$ cat src/hw/rtl/urs_pkg.sv
package urs_pkg;

    localparam int TICK_BITS   = 16;
    localparam int DELAY_W     = 8;
    localparam int DIST_W      = 12;
    localparam int CFG_INDEX_W = 3;
    localparam int CFG_DATA_W  = 12;
    localparam int IN_USER_W   = 1;
    localparam int IN_DATA_W   = 24;
    localparam int OUT_DATA_W  = 24;

    // Millimeters per two ticks of echo time (ticks * 85 / 2).
    localparam int MM_PER_2TICKS = 85;
    localparam int MM_MULT_W     = 7;

    localparam logic [DELAY_W-1:0] LISTEN_DELAY_RST = DELAY_W'(6);
    localparam logic [DELAY_W-1:0] TIMEOUT_RST      = DELAY_W'(160);
    localparam logic [DIST_W-1:0]  MIN_DIST_RST     = DIST_W'(250);
    localparam logic [DIST_W-1:0]  MAX_DIST_RST     = DIST_W'(2550);
    localparam logic [DIST_W-1:0]  NO_ECHO_RST      = DIST_W'(160);

    typedef enum logic [CFG_INDEX_W-1:0] {
        CFG_LISTEN_DELAY = 3'd0,
        CFG_TIMEOUT      = 3'd1,
        CFG_MIN_DIST     = 3'd2,
        CFG_MAX_DIST     = 3'd3,
        CFG_NO_ECHO      = 3'd4
    } t_cfg_index;

    typedef enum logic [1:0] {
        BEEP_NONE  = 2'd0,
        BEEP_SHORT = 2'd1,
        BEEP_LONG  = 2'd2
    } t_beep;

    typedef struct packed {
        logic [DIST_W-1:0]  no_echo;
        logic [DIST_W-1:0]  max_dist;
        logic [DIST_W-1:0]  min_dist;
        logic [DELAY_W-1:0] timeout;
        logic [DELAY_W-1:0] listen_delay;
    } t_cfg;

    typedef struct packed {
        logic              measure_mode;
        logic [DIST_W-1:0] distance_mm;
        logic              obstacle_present;
        logic              sensor_ok;
        t_beep             beep_kind;
        logic              disarm_receiver;
        logic              arm_receiver;
        logic              fire_pulse;
        logic              measuring;
    } t_result;

    localparam int RESULT_W = $bits(t_result);

endpackage

$ cat src/hw/rtl/urs_cfg.sv
module urs_cfg (
    input  logic                           i_clk,
    input  logic                           i_rst_n,
    input  logic                           i_cfg_wr_en,
    input  logic [urs_pkg::CFG_INDEX_W-1:0] i_cfg_index,
    input  logic [urs_pkg::CFG_DATA_W-1:0]  i_cfg_data,
    output urs_pkg::t_cfg                  o_cfg
);
    import urs_pkg::*;

    t_cfg r_cfg;

    always_ff @(posedge i_clk) begin
        if (!i_rst_n) begin
            r_cfg.listen_delay <= LISTEN_DELAY_RST;
            r_cfg.timeout      <= TIMEOUT_RST;
            r_cfg.min_dist     <= MIN_DIST_RST;
            r_cfg.max_dist     <= MAX_DIST_RST;
            r_cfg.no_echo      <= NO_ECHO_RST;
        end else if (i_cfg_wr_en) begin
            unique case (i_cfg_index)
                CFG_LISTEN_DELAY: r_cfg.listen_delay <= i_cfg_data[DELAY_W-1:0];
                CFG_TIMEOUT:      r_cfg.timeout      <= i_cfg_data[DELAY_W-1:0];
                CFG_MIN_DIST:     r_cfg.min_dist     <= i_cfg_data[DIST_W-1:0];
                CFG_MAX_DIST:     r_cfg.max_dist     <= i_cfg_data[DIST_W-1:0];
                CFG_NO_ECHO:      r_cfg.no_echo      <= i_cfg_data[DIST_W-1:0];
                default: begin
                end
            endcase
        end
    end

    assign o_cfg = r_cfg;

endmodule

$ cat src/hw/rtl/urs_convert.sv
module urs_convert (
    input  logic [urs_pkg::TICK_BITS-1:0] i_elapsed,
    input  logic [urs_pkg::DIST_W-1:0]    i_min_dist,
    input  logic [urs_pkg::DIST_W-1:0]    i_max_dist,
    output logic [urs_pkg::DIST_W-1:0]    o_distance_mm
);
    import urs_pkg::*;

    localparam int PROD_W = TICK_BITS + MM_MULT_W;
    localparam int MM_W   = PROD_W - 1;

    logic [PROD_W-1:0] prod;
    logic [MM_W-1:0]   mm_full;
    logic [MM_W-1:0]   min_ext;
    logic [MM_W-1:0]   max_ext;

    assign prod    = {{MM_MULT_W{1'b0}}, i_elapsed} * PROD_W'(MM_PER_2TICKS);
    assign mm_full = prod[PROD_W-1:1];
    assign min_ext = {{(MM_W-DIST_W){1'b0}}, i_min_dist};
    assign max_ext = {{(MM_W-DIST_W){1'b0}}, i_max_dist};

    // The minimum test takes priority, so bounds in the wrong order give zero first.
    always_comb begin
        if (mm_full < min_ext) begin
            o_distance_mm = '0;
        end else if (mm_full > max_ext) begin
            o_distance_mm = i_max_dist;
        end else begin
            o_distance_mm = mm_full[DIST_W-1:0];
        end
    end

endmodule

$ cat src/hw/rtl/ultrasonic_ranging_sequencer.sv
// Pipeline: an accepted item is held in the input register and its result moves to the
// result register, which drives the master side, once that register is free or drained.
// Throughput: one item per cycle from the register pair, unless master back-pressure stalls it.
// Reset: synchronous, active low; clears the sequencer state, both stage valids and
// restores the default register values.
module ultrasonic_ranging_sequencer (
    input  logic                            i_clk,
    input  logic                            i_rst_n,
    input  logic                            s_axis_tvalid,
    output logic                            s_axis_tready,
    // tdata: tick_now[15:0], serial_busy[16], pulse_sending[17], echo_waiting[18].
    input  logic [urs_pkg::IN_DATA_W-1:0]   s_axis_tdata,
    // tuser: operation[0].
    input  logic [urs_pkg::IN_USER_W-1:0]   s_axis_tuser,
    output logic                            m_axis_tvalid,
    input  logic                            m_axis_tready,
    // tdata: measuring[0], fire_pulse[1], arm_receiver[2], disarm_receiver[3],
    // beep_kind[5:4], sensor_ok[6], obstacle_present[7], distance_mm[19:8],
    // measure_mode[20].
    output logic [urs_pkg::OUT_DATA_W-1:0]  m_axis_tdata,
    input  logic                            i_cfg_wr_en,
    input  logic [urs_pkg::CFG_INDEX_W-1:0] i_cfg_index,
    input  logic [urs_pkg::CFG_DATA_W-1:0]  i_cfg_data
);
    import urs_pkg::*;

    typedef enum logic [1:0] {
        PH_FIRE    = 2'd0,
        PH_BURST   = 2'd1,
        PH_CHECK   = 2'd2,
        PH_MEASURE = 2'd3
    } t_phase;

    t_cfg cfg;

    logic                 r_in_valid;
    logic                 r_in_start;
    logic [TICK_BITS-1:0] r_in_tick;
    logic                 r_in_busy;
    logic                 r_in_sending;
    logic                 r_in_echo;

    logic    r_out_valid;
    t_result r_out;

    logic                 r_active;
    t_phase               r_phase;
    logic                 r_mode;
    logic [TICK_BITS-1:0] r_stamp;
    logic [DIST_W-1:0]    r_dist;
    logic                 r_ok;
    logic                 r_obst;

    logic                 n_active;
    t_phase               n_phase;
    logic                 n_mode;
    logic [TICK_BITS-1:0] n_stamp;
    logic [DIST_W-1:0]    n_dist;
    logic                 n_ok;
    logic                 n_obst;
    t_result              n_out;

    logic                 advance;
    logic                 in_accept;
    logic [TICK_BITS-1:0] elapsed;
    logic                 delay_done;
    logic                 timed_out;
    logic [DIST_W-1:0]    echo_mm;
    logic                 fire;
    logic                 arm;
    logic                 disarm;
    t_beep                beep;

    urs_cfg u_cfg (
        .i_clk       (i_clk),
        .i_rst_n     (i_rst_n),
        .i_cfg_wr_en (i_cfg_wr_en),
        .i_cfg_index (i_cfg_index),
        .i_cfg_data  (i_cfg_data),
        .o_cfg       (cfg)
    );

    assign elapsed    = r_in_tick - r_stamp;
    assign delay_done = elapsed >= {{(TICK_BITS-DELAY_W){1'b0}}, cfg.listen_delay};
    assign timed_out  = elapsed >= {{(TICK_BITS-DELAY_W){1'b0}}, cfg.timeout};

    urs_convert u_convert (
        .i_elapsed     (elapsed),
        .i_min_dist    (cfg.min_dist),
        .i_max_dist    (cfg.max_dist),
        .o_distance_mm (echo_mm)
    );

    assign advance       = r_in_valid && (!r_out_valid || m_axis_tready);
    assign s_axis_tready = !r_in_valid || advance;
    assign in_accept     = s_axis_tvalid && s_axis_tready;

    always_comb begin
        n_active = r_active;
        n_phase  = r_phase;
        n_mode   = r_mode;
        n_stamp  = r_stamp;
        n_dist   = r_dist;
        n_ok     = r_ok;
        n_obst   = r_obst;
        fire     = 1'b0;
        arm      = 1'b0;
        disarm   = 1'b0;
        beep     = BEEP_NONE;
        if (r_in_start) begin
            n_active = 1'b1;
            n_phase  = PH_FIRE;
        end else if (r_active) begin
            unique case (r_phase)
                PH_FIRE: begin
                    if (!r_in_busy) begin
                        n_stamp = r_in_tick;
                        fire    = 1'b1;
                        n_dist  = '0;
                        n_phase = PH_BURST;
                    end
                end
                PH_BURST: begin
                    if (!r_in_sending) begin
                        if (!r_mode) begin
                            arm     = 1'b1;
                            n_phase = PH_CHECK;
                        end else if (delay_done) begin
                            arm     = 1'b1;
                            n_phase = PH_MEASURE;
                        end
                    end
                end
                PH_CHECK: begin
                    if (!r_in_echo) begin
                        n_mode   = 1'b1;
                        n_ok     = 1'b1;
                        beep     = BEEP_SHORT;
                        n_active = 1'b0;
                    end else if (timed_out) begin
                        n_ok     = 1'b0;
                        beep     = BEEP_LONG;
                        n_active = 1'b0;
                        disarm   = 1'b1;
                    end
                end
                PH_MEASURE: begin
                    if (!r_in_echo) begin
                        n_dist   = echo_mm;
                        n_obst   = 1'b1;
                        n_active = 1'b0;
                    end else if (timed_out) begin
                        n_obst   = 1'b0;
                        n_active = 1'b0;
                        n_dist   = cfg.no_echo;
                        disarm   = 1'b1;
                    end
                end
                default: begin
                end
            endcase
        end
        n_out.measuring        = n_active;
        n_out.fire_pulse       = fire;
        n_out.arm_receiver     = arm;
        n_out.disarm_receiver  = disarm;
        n_out.beep_kind        = beep;
        n_out.sensor_ok        = n_ok;
        n_out.obstacle_present = n_obst;
        n_out.distance_mm      = n_dist;
        n_out.measure_mode     = n_mode;
    end

    always_ff @(posedge i_clk) begin
        if (!i_rst_n) begin
            r_in_valid  <= 1'b0;
            r_out_valid <= 1'b0;
            r_active    <= 1'b0;
            r_phase     <= PH_FIRE;
            r_mode      <= 1'b0;
            r_stamp     <= '0;
            r_dist      <= '0;
            r_ok        <= 1'b0;
            r_obst      <= 1'b0;
        end else begin
            if (in_accept) begin
                r_in_valid <= 1'b1;
            end else if (advance) begin
                r_in_valid <= 1'b0;
            end
            if (advance) begin
                r_out_valid <= 1'b1;
                r_active    <= n_active;
                r_phase     <= n_phase;
                r_mode      <= n_mode;
                r_stamp     <= n_stamp;
                r_dist      <= n_dist;
                r_ok        <= n_ok;
                r_obst      <= n_obst;
            end else if (m_axis_tready) begin
                r_out_valid <= 1'b0;
            end
        end
        if (in_accept) begin
            r_in_start   <= s_axis_tuser[0];
            r_in_tick    <= s_axis_tdata[TICK_BITS-1:0];
            r_in_busy    <= s_axis_tdata[TICK_BITS];
            r_in_sending <= s_axis_tdata[TICK_BITS+1];
            r_in_echo    <= s_axis_tdata[TICK_BITS+2];
        end
        if (advance) begin
            r_out <= n_out;
        end
    end

    assign m_axis_tvalid = r_out_valid;
    assign m_axis_tdata  = {{(OUT_DATA_W-RESULT_W){1'b0}}, r_out};

    a_fire_clears_dist: assert property (@(posedge i_clk) disable iff (!i_rst_n)
        (r_out_valid && r_out.fire_pulse) |-> (r_out.distance_mm == '0 && r_out.measuring))
        else $error("fire result must clear distance and keep the cycle active");

    a_beep_ends_cycle: assert property (@(posedge i_clk) disable iff (!i_rst_n)
        (r_out_valid && r_out.beep_kind != BEEP_NONE) |-> !r_out.measuring)
        else $error("self-check beep must end the cycle");

    a_disarm_no_obst: assert property (@(posedge i_clk) disable iff (!i_rst_n)
        (r_out_valid && r_out.disarm_receiver) |-> (!r_out.measuring && !r_out.arm_receiver))
        else $error("timeout must end the cycle without arming");

    a_mode_sticky: assert property (@(posedge i_clk) disable iff (!i_rst_n)
        $past(i_rst_n) && $past(r_mode) |-> r_mode)
        else $error("measure mode must stay set until reset");

    a_stall_holds_input: assert property (@(posedge i_clk) disable iff (!i_rst_n)
        !s_axis_tready |-> (r_in_valid && r_out_valid))
        else $error("input may stall only with both stages full");

endmodule

$ cat config.mk
export PLATFORM = sky130hd
export DESIGN_NAME = ultrasonic_ranging_sequencer
export DESIGN_NICKNAME = d
export VERILOG_FILES = /design/src/hw/rtl/urs_pkg.sv /design/src/hw/rtl/urs_cfg.sv /design/src/hw/rtl/urs_convert.sv /design/src/hw/rtl/ultrasonic_ranging_sequencer.sv
export SDC_FILE = /design/constraint.sdc
export NUM_CORES = 1
export LEC_CHECK = 0
export ABC_AREA = 1
export BUFFER_PORTS_ARGS = -buffer_cell sky130_fd_sc_hd__buf_4
export CORE_MARGIN = 4
export CORE_UTILIZATION = 30
export CTS_BUF_LIST = sky130_fd_sc_hd__clkbuf_8
export DETAILED_ROUTE_END_ITERATION = 16
export GPL_TIMING_DRIVEN = 0
export PLACE_DENSITY = 0.55
export SYNTH_ARGS = -nofsm -noshare
export SYNTH_HDL_FRONTEND = slang
export SYNTH_HIERARCHICAL = 1
export SYNTH_SLANG_ARGS = --single-unit
$ cat constraint.sdc
create_clock -name i_clk -period 5.5 [get_ports i_clk]
set_input_delay 0.275 -clock i_clk [delete_from_list [all_inputs] [get_ports i_clk]]
set_output_delay 0.275 -clock i_clk [all_outputs]
set_load 0.03 [all_outputs]
==> results of run 1 <==
## Yosys cell counts (3+ instances only)
cell type  count  area (um^2)
nand2_1      431         1620
inv_1        283         1060
nor2_1       127          477
nand3_1      119          596
ha_1         114         1430
dfxtp_1       88         1760
a21oi_1       64          320
edfxtp_1      41         1230
nand4_1       26          163
fa_1          25          500
o21ai_0       25          125
nor2_2        22          138
inv_2         20         75.1
nand2_2       13         81.3
xor2_1        13          114
buf_2         11         55.1
clkbuf_1      11         41.3
nand3_2        8         80.1
buf_4          7         52.6
nor2_4         7         78.8
nor3_1         6         30.0
and2_1         4         25.0
buf_6          4         45.0
a211oi_1       3         22.5
nand3b_1       3         22.5
## per-stage QoR
stage	hold WS (ns)	area, um^2	cells	worst slack, ns
2_1_floorplan	0.374	10600	1498	0.0144
3_3_place_gp	0.444	11600	2007	-0.711
6_report	0.0326	13300	2106	-0.278
4_1_cts	0.00240	13000	2097	-0.230
3_5_place_dp	0.447	11600	2007	-0.806
5_1_grt	0.0281	13300	2106	-0.636
## path summary, 6_finish.rpt
check / to / slack [ns]
max: r_dist[0] / -0.28
min: u_cfg/o_cfg[36] / 0.03
max reg2reg: r_dist[0] / -0.28
min reg2reg: u_cfg/o_cfg[34] / 0.46
## cell type report
type                    count  area [um^2]  area share [%]
clock inverters            15          180            1.36
multi-input cells        1029         6870            51.8
repair buffers            128         1060            8.02
inverters                 305         1150            8.68
flip-flops and latches    129         2990            22.6
plain buffers              35          209            1.58
well taps                 448          561            4.23
clock buffers              17          234            1.76
## per-layer routing
layer,up-vias,wire [um]
li1,4937,-
met5,-,0
met1,4272,12900
met3,36,1050
met2,175,13500
met4,0,549
## where the power goes
group | internal [mW] | switching (mW) | total, mW
Combinational | 2.24 | 3.08 | 5.32
Sequential | 1.02 | 0.0218 | 1.05
Clock | 0.454 | 0.429 | 0.882
## repair_timing
item,4_1_cts,5_1_grt
hold buffers,20,0
endpoints found under the hold margin,20,0
setup buffers,36,8
resized for setup,95,58
pin swaps,51,39
setup endpoints to repair,24,24
cloned,2,1
## logic make-up after synthesis
group | synth area share (%)
AOI/OAI and AO/OA | 5.19
xor gates and xnor gates | 1.27
adders and majority gates | 18.7
buffers and inverters | 13.0
DFF | 29.0
other | 0.0363
and+or+nand+nor | 32.8
## state kept, by name, indices dropped and copies added (netlist names)
register / flops
r_active: 1
m_axis_tdata: 21
r_in_tick: 16
m_axis_tvalid: 1
r_phase: 2
r_stamp: 16
r_mode: 1
u_cfg/o_cfg: 52
r_obst: 1
r_in_busy: 1
r_ok: 1
r_in_echo: 1
r_dist: 12
r_in_sending: 1
r_in_valid: 1
r_in_start: 1
## tightest hold or removal path, stage by stage
cell and delay (ns):
buf_4 0.09, nand2_1 0.04, nand3_1 0.06
==> flow_summary.ini, run 1 <==
[sta]
drv_slew = 0
setup_ws_ns = -0.278
rsz0062_at_grt = yes
relSlewSlack_pct = 38.8
setup_violations = 24
hold_viol = 0
fmax_mhz = 173
fin_setup_tns_ns = -5.74
final.min_clock_period_ns = 5.78
max_slew.worst_pin.slew_ns = 0.917
post-route-period-util_pct = 105
skew_ns = 0.0197

[global_routing]
first_global_vias = 9305
grt_start_max_net_pins = 31
antenna_found_initial = 1
grt_use_met2_pct = 26.2
grt_pass1_wl_um = 46300
grt.met1_usage_pct = 19.2
grt_most_used_layer = met2
grtUsageMet3_pct = 2.73
grt-ovfl-total = 0
grt_util_all_layers_pct = 15.0

[hold_path]
worst_hold_startpoint = i_cfg_data[8]
holdPathStages = 3
min_path_type = in2reg

[clock_network]
cts.clk_slew.worst_paths_ns = 0.10
clk_path_buf_depth = 2
clk_latency_ns = 0.47
cts.htree.levels = 4
cts-root-buf = clkbuf_8
cts_tree = yes
clock-sinks = 129
cts_buffers = 17

[finish]
final_cell_mix = nand2_1 (393), inv_1 (270), nand3_1 (112)
n_antenna_cell = 0
nets = 1829
area_delta_synth_final_pct = 28.5
layout_commonest_cell = nand2_1
final_util_pct = 39.3
drive_gt1_share_pct = 22.4
fill_cells = 3553

[worst_setup_path]
cp-startpoint = r_in_tick[1]
crit_cells = 36
cpMaxStageDelayCell = fa_1
critPathLaunchType = flop
endpoint_kind = flop
slowest_delay_ns = 0.49
cpLargestDelayFamily = adder cells
crit_top_cell = nand2_1
crit_arrival_ns = 6.19
worstSetupPathType = reg2reg
r2r-start = r_in_tick[1]
reg2reg_depth = 36
crit_buf_inv = 7
worstPathRequired_ns = 5.91
crit_fanout = 5

[run_status]
violations = setup timing
status = finished with violations

[logic_synthesis]
ys_ff_latch = 129
ys_seq_area_share_pct = 29.0
synth_flop_cell = dfxtp_1
synth_cell_types = 41
netlist_area_mm2 = 0.0103
async_flop_share_pct = 0
syn_inst = 1496
synth_warnings = 6
synth_edf_count = 41
syn_avg_cell_area_um2 = 6.90

[pwr]
ir_worst_vdd_v = 0.000473
power_density_mw_per_mm2 = 547
power.total_mw = 7.25
p_leak_nw = 6.67

[floorplan]
ios = 71
die_w_um = 193
die_h_um = 193
start_util_pct = 30.6
rows = 67
dieArea_mm2 = 0.0374
core-area_mm2 = 0.0337

[detailed_routing]
drt-total-wl_um = 27900
vias = 9420
drt-vias-per-instance = 4.47
detail-route-antenna-nets = 0
first_iter_violations = 414
first_pass_iters = 5
wire_per_inst_um = 13.3
drc = 0

[flow_run]
cap_violations = 0

[placement]
dp_hpwl_um = 21600
gp_congestion = 0.876
io_buffer_count = 61
(Power assumes the default switching activity.)
==> inputs of run 2 (changes only) <==
--- a/config.mk
+++ b/config.mk
@@ -17,3 +17,2 @@
 export SYNTH_HDL_FRONTEND = slang
-export SYNTH_HIERARCHICAL = 1
 export SYNTH_SLANG_ARGS = --single-unit
==> constraint.sdc (replaced) <==
create_clock -name i_clk -period 5.5 [get_ports i_clk]
set_input_delay 1.1 -clock i_clk [delete_from_list [all_inputs] [get_ports i_clk]]
set_output_delay 1.1 -clock i_clk [all_outputs]
set_load 0.03 [all_outputs]
==> flow_summary.ini, run 2 <==
[run_status]
status = finished with violations
violations = setup timing

[worst_setup_path]
r2r-start = r_in_tick[1]
r2r_end = m_axis_tdata[18]
crit_fanout = 10
worstPathRequired_ns = 5.73
endpoint_kind = flop
cpMaxStageDelayCell = fa_1
slowest_delay_ns = 0.51
crit_top_cell = inv_2
r2r_setup_slack_ns = -0.27
crit_arrival_ns = 6.00
reg2reg_depth = 34
worstSetupPathType = reg2reg
critPathLaunchType = flop

[clock_network]
clock-sinks = 129
clk_latency_ns = 0.47
cts_tree = yes
cts.htree.levels = 4
hold_buffers = 0
cts-root-buf = clkbuf_8
clk_path_buf_depth = 2
cts_buffers = 17
cts.clk_slew.worst_paths_ns = 0.08

[floorplan]
ios = 71
die_w_um = 190
core-area_mm2 = 0.0325
rows = 66
start_util_pct = 30.4
dieArea_mm2 = 0.0360
die_h_um = 190

[sta]
drv_slew = 0
hold_viol = 0
skew_ns = 0.0175
post-route-period-util_pct = 105
max_slew.worst_pin.slew_ns = 0.857
final.min_clock_period_ns = 5.77
whs_ns = 0.458
setup_ws_ns = -0.268
setup_violations = 24
fmax_mhz = 173
rsz0062_at_grt = yes
relSlewSlack_pct = 42.3

[finish]
drive_gt1_share_pct = 20.3
final_util_pct = 38.5
area_delta_synth_final_pct = 26.5
largest_reg_flops = 52
final-instance-count-excl-fill = 1997
fin_area_mm2 = 0.0125
layout_commonest_cell = nand2_1
nets = 1726
n_antenna_cell = 0
final_cell_mix = nand2_1 (330), inv_1 (264), buf_4 (114)

[placement]
placed_area_mm2 = 0.0110
dp_cells = 1913
dp_hpwl_um = 21100
place_ws_ns = -1.04
gp_congestion = 0.906
io_buffer_count = 61

[hold_path]
whs_endpoint = r_stamp[13]
worst_hold_startpoint = r_stamp[13]
min_path_type = reg2reg
holdPathStages = 2

[pwr]
power_switching_mw = 3.27
pwr-share-comb_pct = 73.0
power_density_mw_per_mm2 = 551
p_leak_nw = 6.26
pwr-share-clk_pct = 11.8
seq_power_share_pct = 15.1
p_sw_share_pct = 47.4
p_int_mw = 3.63
ir_worst_vdd_v = 0.000402

[logic_synthesis]
ys_ff_latch = 129
ys_seq_area_share_pct = 30.2
syn_inst = 1408
async_flop_share_pct = 0
synth_flop_cell = dfxtp_1
yosysMostFrequentCell = nand2_1
synth_edf_count = 41
yosys.area.top_type_share_pct = 17.8
ys_top_cells_by_area = dfxtp_1 (18%), ha_1 (14%), nand2_1 (14%)
synth_cell_types = 40
netlist_area_mm2 = 0.00990
synth_top_cells_by_count = nand2_1 (362), inv_1 (278), ha_1 (114), nor2_1 (112), dfxtp_1 (88)
synth_warnings = 0
synth.largest_area_cell = dfxtp_1
syn_avg_cell_area_um2 = 7.03

[global_routing]
grt_start_max_net_pins = 31
grt_pass1_wl_um = 43700
grtUsageMet3_pct = 2.57
antenna_found_initial = 0
grt-ovfl-total = 0
grt.met1_usage_pct = 20.2
grt_util_all_layers_pct = 15.1
grt_most_used_layer = met2
grt_use_met2_pct = 25.2
first_global_vias = 8801

[detailed_routing]
drt-vias-per-instance = 4.59
first_pass_iters = 5
drc = 0
wire_per_inst_um = 13.5
vias = 9172
detail-route-antenna-nets = 0
drt-total-wl_um = 27000
first_iter_violations = 598

[flow_run]
cap_violations = 0
run 2: how the worst max path moves through the flow:
stage / start / endpoint / cells past startpoint
floorplan: r_in_tick[0] / r_dist[10] / 38
global placement: r_in_tick[2] / r_dist[6] / 35
detailed placement: r_in_tick[2] / r_dist[4] / 36
CTS: r_in_tick[0] / r_dist[3] / 38
global route: r_in_tick[1] / r_dist[10] / 38
finish: r_in_tick[1] / m_axis_tdata[18] / 34
run 2: logic make-up (layout without fill, tap and decap cells):
family                     after synthesis  in the layout  synth area share, %
AOI/OAI and AO/OA                      176            176                 9.43
xor gates and xnor gates                15             15                 1.33
adders and majority gates              139            139                 19.5
buffers and inverters                  324            469                 12.7
DFF                                    129            129                 30.2
other                                    1              3               0.0379
and+or+nand+nor                        624            624                 26.8
run 2: what timing repair did:
| action | CTS | global route |
|---|---|---|
| pin swaps | 67 | 33 |
| cloned | 2 | 0 |
| gates resized for setup | 133 | 36 |
| buffers inserted | 48 | 3 |
| endpoints found under the setup margin | 24 | 24 |
run 2: layer usage:
metal	vias to the layer above	routed length, um
met5	-	0
met4	0	540
met3	37	1350
met2	203	12500
met1	4221	12600
li1	4711	-
run 2: metrics by stage:
| step | setup TNS [ns] | power [mW] |
|---|---|---|
| global placement | -23.24 | 4.50 |
| CTS | -4.39 | 6.63 |
| floorplan | 0 | 3.73 |
| global route | -13.40 | 7.59 |
| finish | -5.45 | 6.90 |
| detailed placement | -23.97 | 4.55 |
run 2: layout make-up:
type                            instances  area, um^2
Fill cell                            3447       20000
Multi-Input combinational cell        957        6450
Sequential cell                       129        2990
Inverter                              286        1070
Timing Repair Buffer                  113         867
Tap cell                              442         553
Clock buffer                           19         262
Buffer                                 38         210
Clock inverter                         13         121
run 2: power groups by stage:
stage	clock, mW	sequential (mW)	combinational (mW)
finish	0.817	1.04	5.04
global route	0.885	1.05	5.66
CTS	0.843	1.04	4.74
detailed placement	0	1.06	3.48
global placement	0	1.06	3.43
floorplan	0	1.08	2.65
run 2: worst max-delay path, delay by kind of cell, from the launching register on:
kind | cells | cell delay [ns]
AND/OR/NAND/NOR | 12 | 1.14
adder cells (fa/ha/maj) | 7 | 2.38
buffers and inverters | 12 | 0.99
AO/OA/AOI/OAI | 1 | 0.16
flip-flops | 1 | 0.41
XOR/XNOR | 2 | 0.44
==> inputs of run 3 (changes only) <==
Settings changed: SYNTH_HIERARCHICAL set to 1.
==> flow_summary.ini, run 3 (synthesis results as in run 1) <==
[run_status]
status = finished with violations
violations = setup timing

[hold_path]
min_path_type = reg2reg
holdPathStages = 2

[flow_run]
cap_violations = 0

[sta]
relSlewSlack_pct = 39.1
final.min_clock_period_ns = 5.78
fmax_mhz = 173
post-route-period-util_pct = 105
setup_violations = 24
skew_ns = 0.0200
fin_setup_tns_ns = -5.64
max_slew.worst_pin.slew_ns = 0.912
drv_slew = 0
setup_ws_ns = -0.282
rsz0062_at_grt = yes
hold_viol = 0

[worst_setup_path]
critPathLaunchType = flop
endpoint_kind = flop
crit_fanout = 5
cpLargestDelayFamily = adder cells
crit_arrival_ns = 6.19
cpMaxStageDelayCell = fa_1
crit_cells = 36
slowest_delay_ns = 0.49
worstSetupPathType = reg2reg
crit_top_cell = nand2_1
reg2reg_depth = 36
worstPathRequired_ns = 5.91
crit_buf_inv = 7

[detailed_routing]
met1_length_um = 12900
first_iter_violations = 427
wire_per_inst_um = 13.3
vias = 9350
highest_layer = met4
drc = 0
wl_met2_um = 13400
first_pass_iters = 5
detail-route-antenna-nets = 0
drt-total-wl_um = 27800
met3_length_um = 956
drt-vias-per-instance = 4.48

[floorplan]
die_h_um = 193
start_util_pct = 30.6
rows = 67
die_w_um = 193
core-area_mm2 = 0.0337
dieArea_mm2 = 0.0374
ios = 71

[finish]
fill_cells = 3573
area_delta_synth_final_pct = 26.5
final-instance-count-excl-fill = 2086
final_cell_mix = nand2_1 (393), inv_1 (270), nand3_1 (112)
largest_reg_flops = 52
layout_commonest_cell = nand2_1
drive_gt1_share_pct = 22.6
n_antenna_cell = 0
nets = 1809

[global_routing]
grt_start_max_net_pins = 31
grt_util_all_layers_pct = 14.9
grt_pass1_wl_um = 45900
grt-ovfl-total = 0
antenna_found_initial = 1
first_global_vias = 9205

[clock_network]
cts_tree = yes
cts_buffers = 17
cts-root-buf = clkbuf_8
cts.clk_slew.worst_paths_ns = 0.08
clk_latency_ns = 0.47
cts.htree.levels = 4
clock-sinks = 129
clk_path_buf_depth = 2

[placement]
dp_cells = 2007
gp_congestion = 0.876
dp_hpwl_um = 21600
io_buffer_count = 61

[pwr]
p_leak_nw = 6.59
power_density_mw_per_mm2 = 554
ir_worst_vdd_v = 0.000472
power.total_mw = 7.23
## run 3: worst reg2reg max path: cells and delay by family, from the launching register on
family / cells / cell delay, ns
AOI/OAI and AO/OA: 2 / 0.26
xor gates and xnor gates: 2 / 0.44
adders and majority gates: 7 / 2.35
buffers and inverters: 7 / 0.54
DFF: 1 / 0.46
and+or+nand+nor: 18 / 1.72
## run 3: timing repair
action	in CTS	in global routing
setup endpoints to repair	24	24
gates cloned	2	1
buffers inserted	36	8
pin swaps	51	39
hold buffers	0	0
resized for setup	95	58
## run 3: final cells by class
type | instances | area (um^2) | share of cell area [%]
plain buffers | 35 | 209 | 1.60
clock buffers | 17 | 234 | 1.79
clock inverters | 15 | 180 | 1.38
inverters | 305 | 1150 | 8.81
multi-input cells | 1029 | 6870 | 52.6
flip-flops and latches | 129 | 2990 | 22.9
well taps | 448 | 561 | 4.29
repair buffers | 108 | 863 | 6.61
## run 3: per-stage QoR
| step | instance area [um^2] | util [%] | worst slack, ns | hold slack, ns |
|---|---|---|---|---|
| after CTS | 12800 | 37.9 | -0.230 | 0.465 |
| after floorplan | 10600 | - | 0.0144 | 0.429 |
| after detailed placement | 11600 | 34.4 | -0.806 | 0.447 |
| after global routing | 13100 | 38.8 | -0.636 | 0.498 |
| final | 13100 | 38.8 | -0.282 | 0.461 |
| after global placement | 11600 | 34.4 | -0.711 | 0.444 |
## run 3: metal layers
layer	vias to the layer above	global-route usage, %
li1	4897	-
met1	4258	19.0
met2	162	26.0
met3	33	2.73
met4	0	3.83
met5	-	0
## run 3: report_power, final
part | internal, mW | total, mW | leakage (nW) | switching (mW)
Clock | 0.454 | 0.883 | 0.209 | 0.429
Combinational | 2.23 | 5.30 | 5.26 | 3.08
Sequential | 1.02 | 1.05 | 1.12 | 0.0218
## run 3: path summary, 6_finish.rpt
path / start / to / slack, ns
setup / recovery: r_in_tick[1] / r_dist[0] / -0.28
hold / removal: u_cfg/o_cfg[34] / u_cfg/o_cfg[34] / 0.46
setup reg to reg: r_in_tick[1] / r_dist[0] / -0.28
hold reg to reg: u_cfg/o_cfg[34] / u_cfg/o_cfg[34] / 0.46
